$ cat config.mk
export PLATFORM = sky130hd
export DESIGN_NAME = aec_stage
export DESIGN_NICKNAME = d
export VERILOG_FILES = /design/src/design/aec_pkg.sv /design/src/design/aec_stage.sv
export SDC_FILE = /design/constraint.sdc
export NUM_CORES = 2
export LEC_CHECK = 0
export BUFFER_PORTS_ARGS = -buffer_cell sky130_fd_sc_hd__buf_2
export CORE_UTILIZATION = 30
export CTS_BUF_LIST = sky130_fd_sc_hd__clkbuf_4
export CTS_CLUSTER_DIAMETER = 50
export DETAILED_ROUTE_END_ITERATION = 6
export GPL_TIMING_DRIVEN = 0
export HOLD_SLACK_MARGIN = 0.03
export PLACE_DENSITY = 0.51
export SETUP_SLACK_MARGIN = 0.4
export SYNTH_ARGS = -nofsm -noshare
export SYNTH_HDL_FRONTEND = slang
export SYNTH_SLANG_ARGS = --single-unit
$ cat constraint.sdc
create_clock -name clk -period 68.8 [get_ports clk]
set_input_delay 13.76 -clock clk [delete_from_list [all_inputs] [get_ports clk]]
set_output_delay 13.76 -clock clk [all_outputs]
set_load 0.03 [all_outputs]
$ cat src/design/aec_pkg.sv
package aec_pkg;

  localparam int SAMPLE_W = 24;
  localparam int WIDE_W   = SAMPLE_W + 2;
  localparam int DESC_W   = 50;
  localparam int NUM_REGS = 8;
  localparam int INDEX_W  = 4;
  localparam int DIV_STEP = 4;

  typedef enum logic [1:0] {
    KIND_BYPASS = 2'd0,
    KIND_BOOST  = 2'd1,
    KIND_CLIP   = 2'd2,
    KIND_CRUSH  = 2'd3
  } kind_t;

  typedef logic [DESC_W-1:0] desc_t;

  // One slot of the remainder pipeline inside an effect stage
  typedef struct packed {
    logic                       vld;
    logic signed [SAMPLE_W-1:0] s;
    logic signed [SAMPLE_W-1:0] r;
    logic signed [SAMPLE_W-1:0] simple;
    logic                       crush;
    logic [SAMPLE_W-1:0]        dvd;
    logic [SAMPLE_W-1:0]        dr;
    logic [SAMPLE_W-1:0]        rem;
  } lane_t;

  function automatic logic signed [SAMPLE_W-1:0] sat(input logic signed [WIDE_W-1:0] v,
                                                     input logic signed [WIDE_W-1:0] hi,
                                                     input logic signed [WIDE_W-1:0] lo);
    logic signed [WIDE_W-1:0] c;
    begin
      if (v > hi) c = hi;
      else if (v < lo) c = lo;
      else c = v;
      return c[SAMPLE_W-1:0];
    end
  endfunction

endpackage

$ cat src/design/aec_stage.sv
module aec_stage import aec_pkg::*; #(
  parameter int SAMPLE_BITS = 24
) (
  input  logic                       clk,
  input  logic                       rst,
  input  logic                       en,
  input  logic                       in_vld,
  input  logic signed [SAMPLE_W-1:0] in_s,
  input  desc_t                      desc,
  output logic                       out_vld,
  output logic signed [SAMPLE_W-1:0] out_s
);

  localparam int DIV_REGS = SAMPLE_W / DIV_STEP;
  localparam logic signed [WIDE_W-1:0] HI = (WIDE_W'(1) <<< (SAMPLE_BITS - 1)) - WIDE_W'(1);
  localparam logic signed [WIDE_W-1:0] LO = -HI - WIDE_W'(1);

  lane_t pipe [DIV_REGS+1];
  lane_t pipe_next [DIV_REGS+1];

  kind_t kind;
  logic signed [SAMPLE_W-1:0] a, b;
  logic signed [WIDE_W-1:0] sx, raw;

  assign kind = kind_t'(desc[49:48]);
  assign a    = desc[47:24];
  assign b    = desc[23:0];
  assign sx   = WIDE_W'(in_s);

  // Decode: bypass, boost and clip finish here; crush sets up the divider
  always_comb begin
    logic [SAMPLE_W:0] t;
    raw = sx;
    case (kind)
      KIND_BOOST: raw = sx + WIDE_W'(a);
      KIND_CLIP: begin
        if (in_s > b) raw = WIDE_W'(b);
        else if (in_s < a) raw = WIDE_W'(a);
      end
      default: raw = sx;
    endcase
    pipe_next[0].vld    = in_vld;
    pipe_next[0].s      = in_s;
    pipe_next[0].r      = a;
    pipe_next[0].simple = sat(raw, HI, LO);
    pipe_next[0].crush  = (kind == KIND_CRUSH) && (a != '0);
    pipe_next[0].dvd    = in_s[SAMPLE_W-1] ? SAMPLE_W'(-in_s) : SAMPLE_W'(in_s);
    pipe_next[0].dr     = a[SAMPLE_W-1] ? SAMPLE_W'(-a) : SAMPLE_W'(a);
    pipe_next[0].rem    = '0;

    // Restoring remainder, DIV_STEP bits per register
    for (int k = 0; k < DIV_REGS; k++) begin
      pipe_next[k+1] = pipe[k];
      for (int j = 0; j < DIV_STEP; j++) begin
        t = {pipe_next[k+1].rem, pipe_next[k+1].dvd[SAMPLE_W-1]};
        pipe_next[k+1].dvd = pipe_next[k+1].dvd << 1;
        if (t >= {1'b0, pipe_next[k+1].dr}) t = t - {1'b0, pipe_next[k+1].dr};
        pipe_next[k+1].rem = t[SAMPLE_W-1:0];
      end
    end
  end

  lane_t last;
  logic signed [WIDE_W-1:0] mag, rf, crushed;
  logic signed [SAMPLE_W-1:0] out_s_next;

  assign last = pipe[DIV_REGS];

  // Turn the magnitude remainder into a floored one, then subtract
  always_comb begin
    mag = WIDE_W'({2'b00, last.rem});
    rf  = last.s[SAMPLE_W-1] ? -mag : mag;
    if ((last.rem != '0) && (last.s[SAMPLE_W-1] != last.r[SAMPLE_W-1]))
      rf = rf + WIDE_W'(last.r);
    crushed    = WIDE_W'(last.s) - rf;
    out_s_next = last.crush ? sat(crushed, HI, LO) : last.simple;
  end

  always_ff @(posedge clk) begin
    if (rst) begin
      for (int k = 0; k <= DIV_REGS; k++) pipe[k].vld <= 1'b0;
      out_vld <= 1'b0;
    end else if (en) begin
      for (int k = 0; k <= DIV_REGS; k++) pipe[k] <= pipe_next[k];
      out_vld <= last.vld;
      out_s   <= out_s_next;
    end
  end

endmodule

After elaboration in Yosys (flattened, before gate mapping)

Memory sizes are Yosys's and may differ from the RTL's.
Index checks and enable logic that the tools add are counted.
W data, S select, Z words.

Register bits: 25
Bits in latches: 0
RAM bits: 1022
Bits in read-only memories: 0
Input port bits: 78
Output and inout port bits: 25
Logic and storage cells: 128
Memories kept: 1

$add $sub $neg: 30
Multipliers: 0
Divide/modulo/power cells: 0
Magnitude comparators: 30
Equality and inequality tests: 4
Shift operators: 0
Muxes and demuxes: 48
Bitwise gates (word level): 8
Reduce and logical (&&, ||, !) cells: 5

Memory list:

| memory | depth | bits a word | rd ports | clocked after Yosys merged registers in | wr ports | line            | source |
|---|---|---|---|---|---|---|---|
| pipe   | 7     | 146         | 7        | 0                                       | 7        | aec_stage.sv:18 | `lane_t pipe [DIV_REGS+1];` |

Operators with widths:

| operator               | number |
|---|---|
| $mux W24               | 31 |
| $ge A25 B24 Y1         | 24 |
| $sub A24 B24 Y24       | 24 |
| $mux W26               | 4 |
| $gt A26 B24 Y1 const B | 2 |
| $lt A26 B24 Y1 const B | 2 |
| $pmux W26 S2           | 1 |
| $neg A24 Y24           | 2 |
| $reduce_bool A24 Y1    | 2 |
| $add A26 B24 Y26       | 1 |
| $neg A24 Y26           | 1 |
| $sub A24 B26 Y26       | 1 |
| $add A24 B24 Y25       | 1 |
| $gt A24 B24 Y1         | 1 |
| $lt A24 B24 Y1         | 1 |
| $mux W1                | 12 |
| $or A1 B1 Y1           | 7 |
| $eq A2 B2 Y1 const B   | 2 |
| $eq A2 B1 Y1 const B   | 1 |
| $logic_and A1 B1 Y1    | 2 |
| $reduce_and A2 Y1      | 1 |
| $ne A1 B1 Y1           | 1 |
| $not A1 Y1             | 1 |

Longest topological paths before layout

An unclocked memory read counts as a cell.

Depth in word-level cells: 10
Gate-level depth with buffers: 56

Worst setup path before layout

Ideal clock, no wire load.

Path kind: in2reg
From: input port rst
To: memory pipe[0][145] (netlist name) (data pin)
Setup time: 0.351 ns
Arrival: 55.701 ns
Required time: 68.449 ns
Slack: 12.748 ns
Cell stages on the path: 2
Buffers on the path: 0
Cells stage by stage: nor2b_1 > and2_1

RTL lines:

| what               | line            | source |
|---|---|---|
| start: declaration | aec_stage.sv:5  | `input logic rst,` |
| end: declaration   | aec_stage.sv:18 |  |

==> flow_metrics.tcl <==
set metrics [dict create \
    run_status "complete, no violations" \
    tritoncts_buffer_count 221 \
    netlist-cell-type-count 91 \
    synthesis.nets 7344 \
    max_slew_margin_pct 24.6 \
    final_nets 7697 \
    maxUsedRoutingLayer "met5" \
    maxClockFrequency_ghz 0.0569 \
    drv_cap 0 \
    post-dp-hpwl_um 158000 \
    vias_per_cell 5.15 \
    timing.rr.start "pipe[4][25]" \
    ys_seq_area_share_pct 40.3 \
    final_min_period_over_clock_period_pct 25.6 \
    final-hold-violation-count 0 \
    grt_remaining_overflow 0 \
    clock_insertion_delay_worst_skew_ps 1110 \
    cts_sinks 903 \
    min_from "pipe[0][96]" \
    gp_congestion 0.913 \
    minimum_setup_slack_after_placement_ps 50280 \
    ios 103 \
    worst_setup_hold_path_clk_slew_ps 80 \
    min_path_cells 0 \
    worst_slew_pin_slew_ps 1100 \
    timing.critical_path.from_type "input port" \
    path_max_fanout 10 \
    cts_resized 0 \
    final_layout_size_suffix_gt1_share_pct 13.1 \
    clock_tree.root_cell "sky130_fd_sc_hd__clkbuf_4" \
    total_core_area_mm2 0.223 \
    reg2reg_slack_ps 53490 \
    setup_repair_after_global_routing_missed_its_margin "no" \
    drt_pre_antenna_iters 5 \
    route.detailed.wl_per_inst_um 19.5 \
    arrival_ps 18340 \
    first_pass_grt_wire_length_um 295000 \
    port_buffers 102 \
    total_number_of_vias 51900 \
    postRouteWirelength_um 197000 \
    die_w_um 476 \
    post-route-min-period_ps 17580 \
    dominantRegCellSynth "sky130_fd_sc_hd__edfxtp_1" \
    cp_data_required_time_ps 69560 \
    syn_inst 6558 \
    mapped_cell_area_mm2 0.0673 \
    die_ar_mm2 0.226 \
    worst-r2r-cell-count 51 \
    drc 0 \
    route.met2.wl_um 91800 \
    critPathKind "in2reg" \
    crit_path_end_kind "flip-flop" \
    timing_max_transition_violations_final 0 \
    yosys_warnings 0 \
    die_y_um 476 \
    asyncSetResetFlopFracSynth_pct 0 \
    met3_wire_length_um 7950 \
    setup_slack_ps 51220 \
    timing.final.setup_violations 0 \
    clk_path_buf_depth 3 \
    startpoint "desc[47]" \
    route.antenna.remaining_nets 0 \
    grt_antenna_before_repair 13 \
    initial_detailed_routing_violation_count 3798 \
    post_cts_hold_buffer_count 0 \
    worst_hold_path_ep "pipe[1][96]" \
    finClkSkew_ps 69.3 \
    hp-class "reg2reg" \
    floorplan.initialDensity_pct 30.2 \
    synth-edff-count 902 \
    grt_pass1_vias 50300 \
    ctsHtreeMaxLevel 4 \
    tritoncts "yes" \
    layout-area-overhead-vs-synth_pct 11.6 \
    ys_ff_latch 903 \
    syn_area_per_cell_um2 10.3 \
    post-cts-setup-buffer-count 0 \
    crit-reg2reg-capture "pipe[5][21]" \
    grt_max_degree 39 \
    total_track_usage_pct 16.9 \
    drt-met1-wl_um 91800 \
    placementRows 173 \
]
## worst max path at each step
stage | endpoint | slack (ps) | depth (start not counted)
final | pipe[0][87] | 51220 | 16
after global routing | pipe[0][87] | 51190 | 16
after floorplan | pipe[0][145] | 12750 | 2
after detailed placement | pipe[0][87] | 50280 | 16
after global placement | pipe[1][145] | -1520 | 3
after CTS | pipe[0][87] | 51510 | 16
## metrics by stage
step	cells	hold WS, ps	instance area, um2	util (%)	setup TNS, ps
after floorplan	6558	400	67300	-	0
after global placement	9635	401	71500	32.1	-1061870
after detailed placement	9663	405	72100	32.4	0
after CTS	10100	373	75100	33.7	0
after global routing	10100	390	75100	33.7	0
final	10100	381	75100	33.7	0
## layout by cell type, fill, tap and decap left out, types with 21 or more instances in the layout
cell                       netlist  routed
sky130_fd_sc_hd__o211ai_1       40      40
sky130_fd_sc_hd__a21boi_0       34      34
sky130_fd_sc_hd__mux2_2        342     342
sky130_fd_sc_hd__or2_2          33      33
sky130_fd_sc_hd__xnor2_1       396     396
sky130_fd_sc_hd__a21o_1        240     240
sky130_fd_sc_hd__edfxtp_1      902     902
sky130_fd_sc_hd__mux2i_1        54      54
sky130_fd_sc_hd__nor2_1        408     408
sky130_fd_sc_hd__a31oi_1        58      58
sky130_fd_sc_hd__nand2b_1       78      78
sky130_fd_sc_hd__o41ai_1        21      21
sky130_fd_sc_hd__clkinv_1        1      48
sky130_fd_sc_hd__clkbuf_4        0     323
sky130_fd_sc_hd__o22ai_1        27      27
sky130_fd_sc_hd__nor3_1         91      91
sky130_fd_sc_hd__nor4_1         56      56
sky130_fd_sc_hd__o21a_1        100     100
sky130_fd_sc_hd__nand2_1       377     377
sky130_fd_sc_hd__buf_2          26     128
sky130_fd_sc_hd__o21bai_1       75      75
sky130_fd_sc_hd__ha_1          682     682
sky130_fd_sc_hd__clkbuf_1       95      95
sky130_fd_sc_hd__a211oi_1       55      55
sky130_fd_sc_hd__a21oi_1       550     550
sky130_fd_sc_hd__inv_1         422     422
sky130_fd_sc_hd__nand3_1       122     122
sky130_fd_sc_hd__and3_1         54      54
sky130_fd_sc_hd__or3_1          45      45
sky130_fd_sc_hd__o31ai_1        58      58
sky130_fd_sc_hd__nor2b_1        78      77
sky130_fd_sc_hd__o21ai_0       420     420
sky130_fd_sc_hd__and2_1         36      36
sky130_fd_sc_hd__xor2_1        157     157
sky130_fd_sc_hd__mux2_1         22      22
sky130_fd_sc_hd__nand4_1        91      91
sky130_fd_sc_hd__buf_12          0      25
sky130_fd_sc_hd__fa_1           26      26
## sequential cells by signal, indices dropped and copies added (netlist names)
name and flops:
out_s 24, pipe 878, out_vld 1
## final cells by class
cell class                      instances  area, um2
Buffer                                135        571
Clock inverter                         77        541
Multi-Input combinational cell       5097      38000
Inverter                              423       1590
Fill cell                           22900     147000
Antenna cell                           11       27.5
Timing Repair Buffer                  130       1090
Tap cell                             2975       3720
Clock buffer                          323       2420
Sequential cell                       903      27100
## synth_stat cells, types with 55 or more instances
master,instances,area (um2)
sky130_fd_sc_hd__nand2_1,377,1420
sky130_fd_sc_hd__nand4_1,91,569
sky130_fd_sc_hd__a31oi_1,58,363
sky130_fd_sc_hd__o21a_1,100,751
sky130_fd_sc_hd__o31ai_1,58,435
sky130_fd_sc_hd__o21ai_0,420,2100
sky130_fd_sc_hd__edfxtp_1,902,27100
sky130_fd_sc_hd__xor2_1,157,1380
sky130_fd_sc_hd__ha_1,682,8530
sky130_fd_sc_hd__nor4_1,56,350
sky130_fd_sc_hd__xnor2_1,396,3470
sky130_fd_sc_hd__clkbuf_1,95,357
sky130_fd_sc_hd__a211oi_1,55,413
sky130_fd_sc_hd__o21bai_1,75,563
sky130_fd_sc_hd__a21o_1,240,1800
sky130_fd_sc_hd__nor3_1,91,455
sky130_fd_sc_hd__a21oi_1,550,2750
sky130_fd_sc_hd__mux2_2,342,3850
sky130_fd_sc_hd__inv_1,422,1580
sky130_fd_sc_hd__nor2b_1,78,488
sky130_fd_sc_hd__nor2_1,408,1530
sky130_fd_sc_hd__nand3_1,122,611
sky130_fd_sc_hd__nand2b_1,78,488
## metal layers
| metal | vias up | GRT usage, % |
|---|---|---|
| met3 | 275 | 2.38 |
| met1 | 24800 | 22.6 |
| li1 | 25500 | - |
| met2 | 1196 | 28.1 |
| met4 | 6 | 4.93 |
| met5 | - | 0 |
## critical path: stages
cell and delay (ps):
sky130_fd_sc_hd__buf_2 300, sky130_fd_sc_hd__clkbuf_1 430, sky130_fd_sc_hd__inv_1 260, sky130_fd_sc_hd__ha_1 330, sky130_fd_sc_hd__clkbuf_1 320, sky130_fd_sc_hd__nand4_1 160, sky130_fd_sc_hd__nor2_1 260, sky130_fd_sc_hd__nand3_1 120
sky130_fd_sc_hd__nand2_1 100, sky130_fd_sc_hd__a41oi_1 90, sky130_fd_sc_hd__nand3_1 170, sky130_fd_sc_hd__a31oi_1 180, sky130_fd_sc_hd__nor4_1 650, sky130_fd_sc_hd__clkbuf_1 490, sky130_fd_sc_hd__clkbuf_1 440, sky130_fd_sc_hd__a21oi_1 270
## kinds of logic after synthesis
| group | count (synthesis) | synth area share (%) |
|---|---|---|
| buffers and inverters | 558 | 3.21 |
| XOR/XNOR | 553 | 7.20 |
| multiplexers | 418 | 6.90 |
| adder cells (fa/ha/maj) | 709 | 13.5 |
| flip-flops | 903 | 40.3 |
| AO/OA/AOI/OAI | 1889 | 17.8 |
| AND/OR/NAND/NOR | 1528 | 11.1 |
Power is left out: the tool's default activity adds up to more than one toggle a clock period on the data nets, which glitch-free logic cannot reach.
